## src/hw/rtl/crcp_pkg.sv

```systemverilog
package crcp_pkg;

  localparam int COORD_BITS_DEF = 16;
  localparam int RADIUS_BITS    = 12;
  localparam int SIZE_BITS      = 15;
  localparam int IDENT_BITS     = 16;
  localparam int PUSH_BITS      = 15;
  localparam int MAG_BITS       = 13;
  localparam int SQ_BITS        = 2 * MAG_BITS;
  localparam int RSQ_BITS       = 2 * RADIUS_BITS;
  localparam int DIST_CAP       = 4096;

  // contact kind codes
  typedef enum logic [1:0] {
    KIND_NONE = 2'd0,
    KIND_X    = 2'd1,
    KIND_Y    = 2'd2,
    KIND_BOTH = 2'd3
  } kind_t;

  // per-stage advance enables of the shared pipeline
  typedef struct packed {
    logic s1;
    logic s2;
    logic s3;
    logic s4;
  } stage_en_t;

endpackage

```

## src/hw/rtl/crcp_axis.sv

```systemverilog
module crcp_axis
  import crcp_pkg::*;
#(
  parameter int COORD_BITS = COORD_BITS_DEF
) (
  input  logic                          clk,
  input  stage_en_t                     en,
  input  logic signed [COORD_BITS-1:0]  c,
  input  logic signed [COORD_BITS-1:0]  lo,
  input  logic        [SIZE_BITS-1:0]   len,
  input  logic        [RADIUS_BITS-1:0] radius,
  output logic                          band,
  output logic        [SQ_BITS-1:0]     sq,
  output logic        [PUSH_BITS-1:0]   push
);

  localparam int EXT = ((COORD_BITS > SIZE_BITS + 1) ? COORD_BITS : SIZE_BITS + 1) + 2;

  // stage 1: offset from near edge
  logic signed [EXT-1:0]       d_lo;
  logic        [SIZE_BITS-1:0] len_s1;

  // stage 2: clamp result
  logic signed [EXT-1:0]       d_end;
  logic                        gt;
  logic                        band_next;
  logic signed [EXT-1:0]       dx_next;
  logic signed [EXT-1:0]       dx;
  logic                        band_s2;
  logic                        sign_s2;

  // stage 3: capped magnitude
  logic        [EXT-1:0]       mag;
  logic        [MAG_BITS-1:0]  m_next;
  logic        [MAG_BITS-1:0]  m;
  logic        [PUSH_BITS-1:0] dx_s3;
  logic                        band_s3;
  logic                        sign_s3;

  // stage 4: square and pushback
  logic        [PUSH_BITS-1:0] rs;

  always_ff @(posedge clk) begin
    if (en.s1) begin
      d_lo   <= EXT'(c) - EXT'(lo);
      len_s1 <= len;
    end
  end

  always_comb begin
    d_end     = d_lo - $signed({{(EXT - SIZE_BITS){1'b0}}, len_s1});
    gt        = d_lo > $signed(EXT'(0));
    band_next = gt && (d_end < $signed(EXT'(0)));
    if (!gt) begin
      dx_next = d_lo;
    end else if (band_next) begin
      dx_next = '0;
    end else begin
      dx_next = d_end;
    end
  end

  always_ff @(posedge clk) begin
    if (en.s2) begin
      dx      <= dx_next;
      band_s2 <= band_next;
      sign_s2 <= gt;
    end
  end

  always_comb begin
    mag = dx[EXT-1] ? EXT'(-dx) : EXT'(dx);
    if (mag > EXT'(DIST_CAP)) begin
      m_next = MAG_BITS'(DIST_CAP);
    end else begin
      m_next = mag[MAG_BITS-1:0];
    end
  end

  always_ff @(posedge clk) begin
    if (en.s3) begin
      m       <= m_next;
      dx_s3   <= dx[PUSH_BITS-1:0];
      band_s3 <= band_s2;
      sign_s3 <= sign_s2;
    end
  end

  // only the low bits of the pushback survive, so modular 15-bit math is enough
  assign rs = sign_s3 ? PUSH_BITS'(radius) : PUSH_BITS'(-PUSH_BITS'(radius));

  always_ff @(posedge clk) begin
    if (en.s4) begin
      sq   <= m * m;
      push <= rs - dx_s3;
      band <= band_s3;
    end
  end

endmodule

```

## src/hw/rtl/circle_rect_contact_pushback_unit.sv

```systemverilog
// circle against axis-aligned rectangle contact test. each input transaction
// carries a circle centre and a rectangle (left, top, width, height, id); the
// radius comes from the single config register, written over the cfg channel
// (always ready); the user must write it only while the unit is idle, which
// is not enforced. each axis is clamped on its own, the capped squared
// distances are summed and compared against radius squared, and a contact
// is reported only when that test passes and at least one axis lies strictly
// inside its band; a corner-only hit still raises hit_taken and hit_ident.
// one result per input transaction, in order. the unit takes one transaction
// per clock through five register stages (edge offset, clamp, magnitude cap,
// square/pushback, compare/output); an output stall holds the whole pipeline
// and shows up on in_stall in the same cycle once every stage is full.
module circle_rect_contact_pushback_unit
  import crcp_pkg::*;
#(
  parameter int COORD_BITS = COORD_BITS_DEF
) (
  input  logic                          clk,
  input  logic                          rst,

  input  logic                          cfg_valid,
  output logic                          cfg_ready,
  input  logic        [RADIUS_BITS-1:0] cfg_data,

  input  logic                          in_valid,
  output logic                          in_stall,
  input  logic signed [COORD_BITS-1:0]  centre_x,
  input  logic signed [COORD_BITS-1:0]  centre_y,
  input  logic signed [COORD_BITS-1:0]  box_left,
  input  logic signed [COORD_BITS-1:0]  box_top,
  input  logic        [SIZE_BITS-1:0]   box_width,
  input  logic        [SIZE_BITS-1:0]   box_height,
  input  logic        [IDENT_BITS-1:0]  box_ident,

  output logic                          out_valid,
  input  logic                          out_stall,
  output logic                          touching,
  output logic        [1:0]             contact_kind,
  output logic signed [PUSH_BITS-1:0]   push_x,
  output logic signed [PUSH_BITS-1:0]   push_y,
  output logic                          hit_taken,
  output logic        [IDENT_BITS-1:0]  hit_ident
);

  // config register and its square, refreshed every cycle
  logic [RADIUS_BITS-1:0] radius;
  logic [RSQ_BITS-1:0]    rsq;

  // pipeline valid bits and advance enables
  logic      v1, v2, v3, v4, v5;
  logic      en5;
  stage_en_t en;

  // id travels alongside the axis pipelines
  logic [IDENT_BITS-1:0] id1, id2, id3, id4;

  // axis results at stage 4
  logic                 band_x, band_y;
  logic [SQ_BITS-1:0]   sq_x, sq_y;
  logic [PUSH_BITS-1:0] px, py;

  // stage 5 decision
  logic [SQ_BITS:0]     dist_sq;
  logic                 hit;
  kind_t                kind;

  assign cfg_ready = 1'b1;

  always_ff @(posedge clk) begin
    if (rst) begin
      radius <= '0;
    end else if (cfg_valid && cfg_ready) begin
      radius <= cfg_data;
    end
  end

  always_ff @(posedge clk) begin
    rsq <= radius * radius;
  end

  // a stage moves when it is empty or its successor moves
  assign en5   = !v5 || !out_stall;
  assign en.s4 = !v4 || en5;
  assign en.s3 = !v3 || en.s4;
  assign en.s2 = !v2 || en.s3;
  assign en.s1 = !v1 || en.s2;

  assign in_stall  = !en.s1;
  assign out_valid = v5;

  always_ff @(posedge clk) begin
    if (rst) begin
      v1 <= 1'b0;
      v2 <= 1'b0;
      v3 <= 1'b0;
      v4 <= 1'b0;
      v5 <= 1'b0;
    end else begin
      if (en.s1) begin
        v1 <= in_valid;
      end
      if (en.s2) begin
        v2 <= v1;
      end
      if (en.s3) begin
        v3 <= v2;
      end
      if (en.s4) begin
        v4 <= v3;
      end
      if (en5) begin
        v5 <= v4;
      end
    end
  end

  always_ff @(posedge clk) begin
    if (en.s1) begin
      id1 <= box_ident;
    end
    if (en.s2) begin
      id2 <= id1;
    end
    if (en.s3) begin
      id3 <= id2;
    end
    if (en.s4) begin
      id4 <= id3;
    end
  end

  crcp_axis #(
    .COORD_BITS(COORD_BITS)
  ) u_axis_x (
    .clk    (clk),
    .en     (en),
    .c      (centre_x),
    .lo     (box_left),
    .len    (box_width),
    .radius (radius),
    .band   (band_x),
    .sq     (sq_x),
    .push   (px)
  );

  crcp_axis #(
    .COORD_BITS(COORD_BITS)
  ) u_axis_y (
    .clk    (clk),
    .en     (en),
    .c      (centre_y),
    .lo     (box_top),
    .len    (box_height),
    .radius (radius),
    .band   (band_y),
    .sq     (sq_y),
    .push   (py)
  );

  // squared distance strictly below radius squared
  assign dist_sq = (SQ_BITS + 1)'(sq_x) + (SQ_BITS + 1)'(sq_y);
  assign hit     = dist_sq < (SQ_BITS + 1)'(rsq);

  always_comb begin
    if (!hit) begin
      kind = KIND_NONE;
    end else begin
      unique case ({band_y, band_x})
        2'b00:   kind = KIND_NONE;
        2'b01:   kind = KIND_X;
        2'b10:   kind = KIND_Y;
        default: kind = KIND_BOTH;
      endcase
    end
  end

  // x push goes out when the y band holds, y push when the x band holds
  always_ff @(posedge clk) begin
    if (en5) begin
      touching     <= kind != KIND_NONE;
      contact_kind <= kind;
      push_x       <= (kind == KIND_Y || kind == KIND_BOTH) ? px : '0;
      push_y       <= (kind == KIND_X || kind == KIND_BOTH) ? py : '0;
      hit_taken    <= hit;
      hit_ident    <= hit ? id4 : '0;
    end
  end

endmodule
```

## config.mk

```make
export PLATFORM = sky130hd
export DESIGN_NAME = circle_rect_contact_pushback_unit
export DESIGN_NICKNAME = d
export VERILOG_FILES = /design/src/hw/rtl/crcp_pkg.sv /design/src/hw/rtl/crcp_axis.sv /design/src/hw/rtl/circle_rect_contact_pushback_unit.sv
export SDC_FILE = /design/constraint.sdc
export NUM_CORES = 1
export LEC_CHECK = 0
export BUFFER_PORTS_ARGS = -buffer_cell sky130_fd_sc_hd__buf_2
export CORE_MARGIN = 2
export CORE_UTILIZATION = 55
export CTS_BUF_LIST = sky130_fd_sc_hd__clkbuf_16
export DETAILED_ROUTE_END_ITERATION = 8
export GPL_TIMING_DRIVEN = 0
export PLACE_DENSITY_LB_ADDON = 0.3
export SETUP_SLACK_MARGIN = 0.05
export SYNTH_ARGS = -nofsm -noshare
export SYNTH_HDL_FRONTEND = slang
export SYNTH_SLANG_ARGS = --single-unit
```

## constraint.sdc

```tcl
create_clock -name clk -period 7.5 [get_ports clk]
set_clock_uncertainty 0.05 [all_clocks]
set_input_delay 0.375 -clock clk [delete_from_list [all_inputs] [get_ports clk]]
set_output_delay 0.375 -clock clk [all_outputs]
set_load 0.05 [all_outputs]
```

==> out/results.txt, run 1 <==
Counting stages on the worst path, the most repeated cell is fa_1. The pre-antenna-repair detailed-routing pass consisted of 5 iterations. The detail route stage leaves a number of antenna-violating nets equal to 0.

The total area inside the core boundary comes to 59,200 um^2. No sink is reached through more buffers than the 3 on the longest clock path. After routing the design area is 37,200 um^2. In this design, the stage delay of the slowest critical-path cell is 0.71 ns.

Count of vias placed by the detailed router: 23,032. On the critical path, the stage with the largest delay is an instance of o311ai_1. The most used flip-flop cell after synthesis is edfxtp_1.

The tree built by TritonCTS fans out to 400 sinks. The die covers 62,200 um^2. The top-level port count was 180; the maximum fanout count along the critical path was 10.

In this run the vertical extent of the chip is 249 um. The logs give 0.461 for the normalized max-slew margin and 0 for the DRC violations left. The power per standard cell area was 236 nW/um^2; the total of buffers placed on input and output ports was 177. After synthesis, the mean cell area works out to 10.2 um^2. Counting flops and latches in the post-synthesis netlist gives 400. Synthesis handed over a netlist of 3,263 instances.

The final period utilization was 0.894. After global routing the overflow that remains totals 0. Post-CTS repair changed the size of 0 cells. Across the VDD grid, the largest voltage drop is 194 uV.

The later pin in the worst-skew pair is clocked with a latency of 0.60 ns. The maximum number of pins on one net before global-route repair was 74; the post-synthesis instance area was 33,100 um^2. Leaving out fill and tap cells, the most frequent cell in the layout is inv_1.

Clock-pin slew was measured on the worst setup and hold paths at 0.06 ns. The library cells used most frequently in the layout, excluding fill and tap cells, are 674 x inv_1, 360 x edfxtp_1, 339 x ha_1, 275 x fa_1, 247 x nand2_1. Buffers inserted to repair hold after CTS numbered 56. The min-delay analysis places its worst path in the category in -> reg. The worst setup path is captured at a flop. The number of pins exceeding their max-slew limit in the final report was 0; the total track usage was 0.224.

Global-route wire length before repair: 113 mm. TritonCTS built the clock tree. The number of flops mapped to enable cells by yosys was 360.

For the worst setup path, the data required time is 7.78 ns. For the post-synth net total, the log shows 4,004. The number of endpoints failing setup at the final stage was 0. The async set or reset register ratio after synthesis was 0; the leakage power of the design was 0.0187 uW. The wire-length estimate of the detail-placed layout is 53.9 mm. The final-report hold violation count came out at 0. After synthesis, the netlist uses 75 different library cells.

For the pin with the worst max-slew slack, the measured transition is 0.796 ns. The tool flagged a number of max-cap violations equal to 0. The total length of routed wires came out at 67.9 mm.

The worst setup path is launched from a flop. The post-place instance area is 35,200 um^2, and the TritonCTS buffer count is 44. The root buffer cell chosen for the clock tree is clkbuf_16. Compared with the post-synthesis result, the final layout area differs by 12.4%. After routing, the total negative slack on setup checks comes to 0 ns.

The buffers inserted during post-CTS setup optimization is 0, and the initial core utilization is 0.559. Walking the worst path, the cells encountered are clkbuf_1 > nand2_1 > fa_1 > fa_1 > inv_1 > fa_1 > fa_1 > inv_1 > fa_1 > inv_1 > ha_1 > or3_1 > o311ai_1 > o211ai_1 > a31o_2 > and3b_1 > o31a_1 > nor2_1 > xor2_1. Dividing the detail-routed via count by the number of cells gives 5.28. The via count of the first global-routing pass was 23,360. The number of levels the H-tree was split into is 2, and the average wire length per cell after detail routing is 15.6 um.

X dimension of the die: 249 um. The run finished with clean final reports. The critical path in this run is classified as reg -> reg. The floorplan row count came out at 89.

At the end of the flow, the number of nets in the layout was 4,291. The sequential fraction of the synthesis area was 0.350. The warning count from the yosys run came out at 0. The detailed router finished its first iteration with 1,374 violations.

The endpoint arrival time on the critical path was 6.99 ns; the clock period minus worst slack was 6.70 ns. The fraction of final layout cells sized beyond drive strength 1 was 0.0862; the maximum clock frequency was 0.149 GHz. The tools report the initial antenna violation count as 1. Setup repair after global routing left no endpoint under its margin. At the end of routability-driven placement, the weighted congestion stood at 0.906.
layer usage:
layer | track usage | wire length, um
met3 | 0.0300 | 3160
met5 | 0 | 0
met2 | 0.389 | 33000
met4 | 0.0692 | 2120
met1 | 0.293 | 29600
sequential cells by signal (all words and copies together), names as in the netlist, 16 cells and up:
register	cells
hit_ident	16
rsq	23
u_axis_y.sq	25
u_axis_y.d_lo	17
u_axis_x.dx	18
id2	16
u_axis_x.d_lo	17
id4	16
id3	16
u_axis_x.sq	25
u_axis_y.dx	18
id1	16
Yosys cell counts, types with 73 or more instances:
| cell | instances | area (um^2) |
|---|---|---|
| fa_1 | 275 | 5510 |
| xnor2_1 | 129 | 1130 |
| a21oi_1 | 117 | 586 |
| xor2_1 | 77 | 674 |
| nor2_1 | 193 | 724 |
| inv_1 | 667 | 2500 |
| edfxtp_1 | 360 | 10800 |
| clkbuf_1 | 73 | 274 |
| and2_1 | 104 | 651 |
| o21ai_0 | 75 | 375 |
| nand2_1 | 249 | 935 |
| ha_1 | 339 | 4240 |
worst max-delay path: cells and delay by family, from the launching register on:
| family | cells | cell delay, ns |
|---|---|---|
| fa+ha+maj | 6 | 2.76 |
| compound gates | 4 | 1.54 |
| simple gates | 4 | 0.90 |
| buf+inv | 4 | 0.63 |
| flops | 1 | 0.51 |
| xor+xnor | 1 | 0.09 |
cells by family (layout without fill, tap and decap cells):
family	count (synthesis)	after routing	synth area share
other	1	2	0.000113
adder cells (fa/ha/maj)	614	614	0.294
flip-flops	400	400	0.350
AO/OA/AOI/OAI	408	408	0.0816
XOR/XNOR	206	206	0.0544
buffers and inverters	756	1078	0.0862
AND/OR/NAND/NOR	855	855	0.126
multiplexers	23	23	0.00714
cell type report:
cell class / instances / area (um^2)
fillers: 4854 / 22000
multi-input cells: 2107 / 18700
flip-flops and latches: 400 / 11600
inverters: 671 / 2520
repair buffers: 241 / 1600
clock buffers: 44 / 1100
well taps: 773 / 967
clock inverters: 37 / 417
plain buffers: 85 / 339
diodes: 1 / 2.50
where the power goes:
group | switching [uW] | total, uW | internal [uW]
logic | 1860 | 3130 | 1280
clock network | 916 | 2240 | 1330
registers | 348 | 3400 | 3060
through the flow:
stage | setup WS [ns] | util | cells | total power, uW | hold slack [ns]
2_1_floorplan | 1.73 | - | 3263 | 5660 | 0.304
3_3_place_gp | 0.976 | 0.591 | 4213 | 6450 | 0.351
3_5_place_dp | 0.937 | 0.594 | 4221 | 6520 | 0.355
4_1_cts | 0.951 | 0.629 | 4358 | 8820 | 0.000215
5_1_grt | 0.574 | 0.629 | 4358 | 9360 | 0.0276
6_report | 0.795 | 0.629 | 4359 | 8780 | 0.0129
worst paths after layout:
kind                               endpoint                         from  depth (start not counted)  slack (ns)
setup / recovery  u_axis_x.sq[25]$_DFFE_PP_  u_axis_x.m[3]$_SDFFCE_PN0P_                         19        0.80
hold / removal       radius[6]$_SDFFE_PP0P_                  cfg_data[6]                          3        0.01
setup reg to reg  u_axis_x.sq[25]$_DFFE_PP_  u_axis_x.m[3]$_SDFFCE_PN0P_                         19        0.80
hold reg to reg            id2[1]$_DFFE_PP_             id1[1]$_DFFE_PN_                          0        0.36
Note: power is estimated with default switching activity, not from simulation.
==> run 2: changes to the inputs <==
--- a/config.mk
+++ b/config.mk
@@ -15,4 +15,5 @@
 export SETUP_SLACK_MARGIN = 0.05
 export SYNTH_ARGS = -nofsm -noshare
 export SYNTH_HDL_FRONTEND = slang
+export SYNTH_HIERARCHICAL = 1
 export SYNTH_SLANG_ARGS = --single-unit
==> out/results.txt, run 2 <==
The flow ran to the end, and the final reports show no timing, DRC or antenna violations. In the post-synthesis netlist, the biggest area contributors are edfxtp_1 31%, fa_1 16%, ha_1 12%. The initial antenna violation count is 3 (+2). In the synthesized netlist, the cells that appear most often are 696 x inv_1, 360 x edfxtp_1, 336 x ha_1. The tools report the top-level port count as 180 (unchanged). The net switching power came out at 3490 uW (+12%). Highest ir drop seen on vdd: 268 uV (+38%).

Setup repair after global routing left no endpoint under its margin. The tools report the buffers inserted during post-CTS setup optimization as 0 (unchanged). The async set or reset register ratio after synthesis works out to 0 (unchanged).

The library cell with the largest summed area after synthesis is edfxtp_1. The sequential fraction of the synthesis area is 0.334 (-0.0162), and the fraction of synthesized cell area taken by the top area cell type is 0.311 (-0.0151). The clock period minus worst slack is 6.51 ns (-0.195 ns), and the DRC violations left is 0 (unchanged). The run gives 0.374 (-0.014) as the part of the power in registers.

Net switching fraction of the power: 0.379 (+0.0234). The top cell types in the final layout, fill and taps aside, are 704 x inv_1, 360 x edfxtp_1, 336 x ha_1, 284 x fa_1, 240 x nand2_1. The number of buffers and inverters on the critical path works out to 4 (unchanged). The final weighted congestion of routability-driven global placement came out at 0.914 (+0.84%). The maximum number of pins on one net before global-route repair was 73 (-1.4%). Final sum of negative setup slack: 0 ns (unchanged). After synthesis, the largest family of logic cells by area is adder cells. The die boundary height came out at 255 um (+2.4%). The number of flops mapped to enable cells by yosys was 360 (unchanged). For the utilization after layout, the log shows 0.620 (-0.00884). STA classifies the critical path endpoint as a flop. Type of the worst setup path: reg -> reg.

The number of pins exceeding their max-slew limit in the final report was 0 (unchanged); the adder and majority cell fraction of the synthesized area was 0.285 (-0.00950). The critical path goes through clkbuf_1 > nand2_1 > fa_1 > fa_1 > inv_1 > fa_1 > fa_1 > inv_1 > fa_1 > inv_1 > ha_1 > or3_1 > a211oi_1 > o311a_1 > o221ai_1 > a311o_1 > a21oi_1 > xnor2_1. In this design, the critical path's most frequently occurring cell is fa_1. The core outline area is 62,700 um^2 (+5.9%), and the average wire length per cell after detail routing is 15.8 um (+1.8%). In the final layout, the registers with the most flip-flops are u_axis_x/sq (25), u_axis_y/sq (25), rsq (23). The run gives 3,475 (+6.5%) as the count of mapped cells out of synthesis. The largest buffer count on any clock path is 3 (unchanged).

The overall overflow remaining after global route was 0 (unchanged); the clock network latency to the later pin of the worst-skew pair was 0.59 ns (about the same). The via count of the first global-routing pass came out at 25,135 (+7.6%). The post-synth net total came out at 4,222 (+5.4%).

The total length of routed wires came out at 73.6 mm (+8.5%). For the max-capacitance violation count, the log shows 0 (unchanged). The run gives 9220 uW (+5.0%) as the total chip power.

For the count of cell types in the netlist, the log shows 95 (+27%). The final period utilization works out to 0.868 (-0.0259). The number of nets with antenna violations after detailed routing is 0 (unchanged). The logs give 400 (unchanged) for the total number of clock tree sinks and 0.394 (+0.037) for the share of total power in combinational logic.

The number of inserted filler cells in the final layout was 5,191 (+6.9%); the total track usage was 0.230 (+0.00597). The count of vias placed by the detailed router is 24,989 (+8.5%). The global-route wire length before repair is 122 mm (+7.3%). The logs give 6.81 ns (-0.18 ns) for the endpoint arrival time on the critical path and 0 (unchanged) for the final-report hold violation count. The most instantiated library cell after synthesis was inv_1.

The fraction of final layout cells sized beyond drive strength 1 works out to 0.0866 (+0.000455). Count of hold-fix buffers inserted at cts: 57 (+1.8%). The number of nets in the layout is 4,510 (+5.1%), and the post-route cell area is 38,900 um^2 (+4.4%). The tools report the maximum clock frequency as 0.154 GHz (+3.0%). The most used flip-flop cell after synthesis is edfxtp_1.

The share of synthesized cell area in and, or, nand and nor gates is 0.122 (-0.00417), and the x dimension of the die is 255 um (+2.4%). The tools report the clock network fraction of total power as 0.232 (-0.023). For the die footprint, the log shows 65,200 um^2 (+4.8%). The number of gates given a new drive strength after cts came out at 0 (unchanged). Data required time of the critical path: 7.80 ns (+0.02 ns). The number of levels the H-tree was split into was 2 (unchanged).

The floorplan row count came out at 92 (+3.4%). The post-place instance area was 36,900 um^2 (+4.8%); the TritonCTS buffer count was 44 (unchanged). The logs give 34,700 um^2 (+4.9%) for the post-synthesis instance area and 58.0 mm (+7.5%) for the sum of net half-perimeters after detailed placement. The internal power summed over all cells was 5730 uW (+1.2%); the multiplexer share of the synthesized area was 0.00835 (+0.00122). The post-synthesis area per instance was 10.0 um^2 (-1.5%); the power per standard cell area was 237 nW/um^2 (+0.59%). The leading cell type in the layout, fill and taps excluded was inv_1. The run gives 1,406 (+2.3%) as the detailed router's first-iteration violation count.

TritonCTS built the clock tree. The run gives 0.554 (-0.00552) as the initial core utilization. The largest individual stage delay along the critical path comes from the cell edfxtp_1. The logs give 6 (+6) for the warning count from the yosys run and 0.0188 uW (+0.45%) for the leakage power of the design. STA classifies the critical path startpoint as a flop. Broken down by cell family, the worst path's largest delay share belongs to adder cells. The share of the synthesized area in compound gates (AO/OA/AOI/OAI) is 0.116 (+0.0340), and the number of vias per cell is 5.38 (+1.8%). The number of detailed-routing iterations run before antenna repair came out at 6 (+1). The root buffer cell chosen for the clock tree is clkbuf_16. The total of buffers placed on input and output ports was 177 (unchanged); the maximum fanout count along the critical path was 10 (unchanged). The number of endpoints failing setup at the final stage came out at 0 (unchanged). Register bit count reported by yosys: 400 (unchanged). The actual transition at the worst max-transition pin was 1.10 ns (+0.305 ns). The classification of the worst-slack hold path is in -> reg. The register clock-pin slew on the reported worst setup and hold paths came out at 0.06 ns (about the same). For the normalized max-slew margin, the log shows 0.263 (-0.198). The delay of the slowest cell on the worst path is 0.55 ns (-0.16 ns), and the share of the synthesized netlist area taken by xor and xnor gates is 0.0466 (-0.00781). Compared with the post-synthesis result, the final layout area differs by 11.9%.
==> run 2: power groups by stage <==
stage / Sequential (uW) / Combinational, uW / Clock [uW]
floorplan: 3500 / 2550 / 0
global placement: 3480 / 3500 / 0
detailed placement: 3480 / 3570 / 0
CTS: 3440 / 3620 / 2180
global route: 3490 / 4050 / 2270
finish: 3450 / 3640 / 2140
==> run 2: path summary, 6_finish.rpt <==
kind                               start                         to  slack (ns)  cells after the start
max          u_axis_x/m[1]$_SDFFCE_PN0P_  u_axis_x/sq[24]$_DFFE_PP_        0.99                     18
min                          cfg_data[5]     radius[5]$_SDFFE_PP0P_        0.02                      3
max reg2reg  u_axis_x/m[1]$_SDFFCE_PN0P_  u_axis_x/sq[24]$_DFFE_PP_        0.99                     18
min reg2reg             id2[8]$_DFFE_PP_           id3[8]$_DFFE_PP_        0.36                      0
==> run 2: layer usage <==
metal | track usage | vias up | part of all wire
li1 | - | 12294 | -
met1 | 0.297 | 11918 | 0.43
met2 | 0.397 | 642 | 0.49
met3 | 0.0293 | 135 | 0.052
met4 | 0.0855 | 0 | 0.034
met5 | 0 | - | 0
==> run 2: cells by family (layout without fill, tap and decap cells) <==
| kind of cell | after synthesis | after routing |
|---|---|---|
| AND/OR/NAND/NOR | 845 | 845 |
| buffers and inverters | 798 | 1120 |
| adder cells (fa/ha/maj) | 620 | 620 |
| AO/OA/AOI/OAI | 596 | 596 |
| flip-flops | 400 | 400 |
| XOR/XNOR | 185 | 185 |
| multiplexers | 28 | 28 |
| other | 3 | 5 |
==> run 2: worst register-to-register path, delay by kind of cell, from the launching register on <==
kind	cells	cell delay (ns)
AO/OA/AOI/OAI	5	1.67
flip-flops	1	0.55
buffers and inverters	4	0.61
adder cells (fa/ha/maj)	6	2.77
XOR/XNOR	1	0.08
AND/OR/NAND/NOR	2	0.54
==> run 2: through the flow <==
stage | std cells | hold slack, ns | setup slack [ns]
2_1_floorplan | 3475 | 0.350 | 1.85
3_3_place_gp | 4498 | 0.351 | 1.09
3_5_place_dp | 4506 | 0.355 | 1.04
4_1_cts | 4643 | 0.00652 | 1.01
5_1_grt | 4644 | 0.0210 | 0.635
6_report | 4645 | 0.0196 | 0.990
==> run 2: layout make-up <==
class	count	area, um^2	share of cell area
Timing Repair Buffer	242	1610	0.0414
Sequential cell	400	11600	0.299
Clock buffer	44	1100	0.0283
Buffer	102	464	0.0119
Antenna cell	2	5.00	0.000129
Inverter	696	2620	0.0672
Tap cell	846	1060	0.0272
Clock inverter	36	347	0.00891
Multi-Input combinational cell	2277	20100	0.516
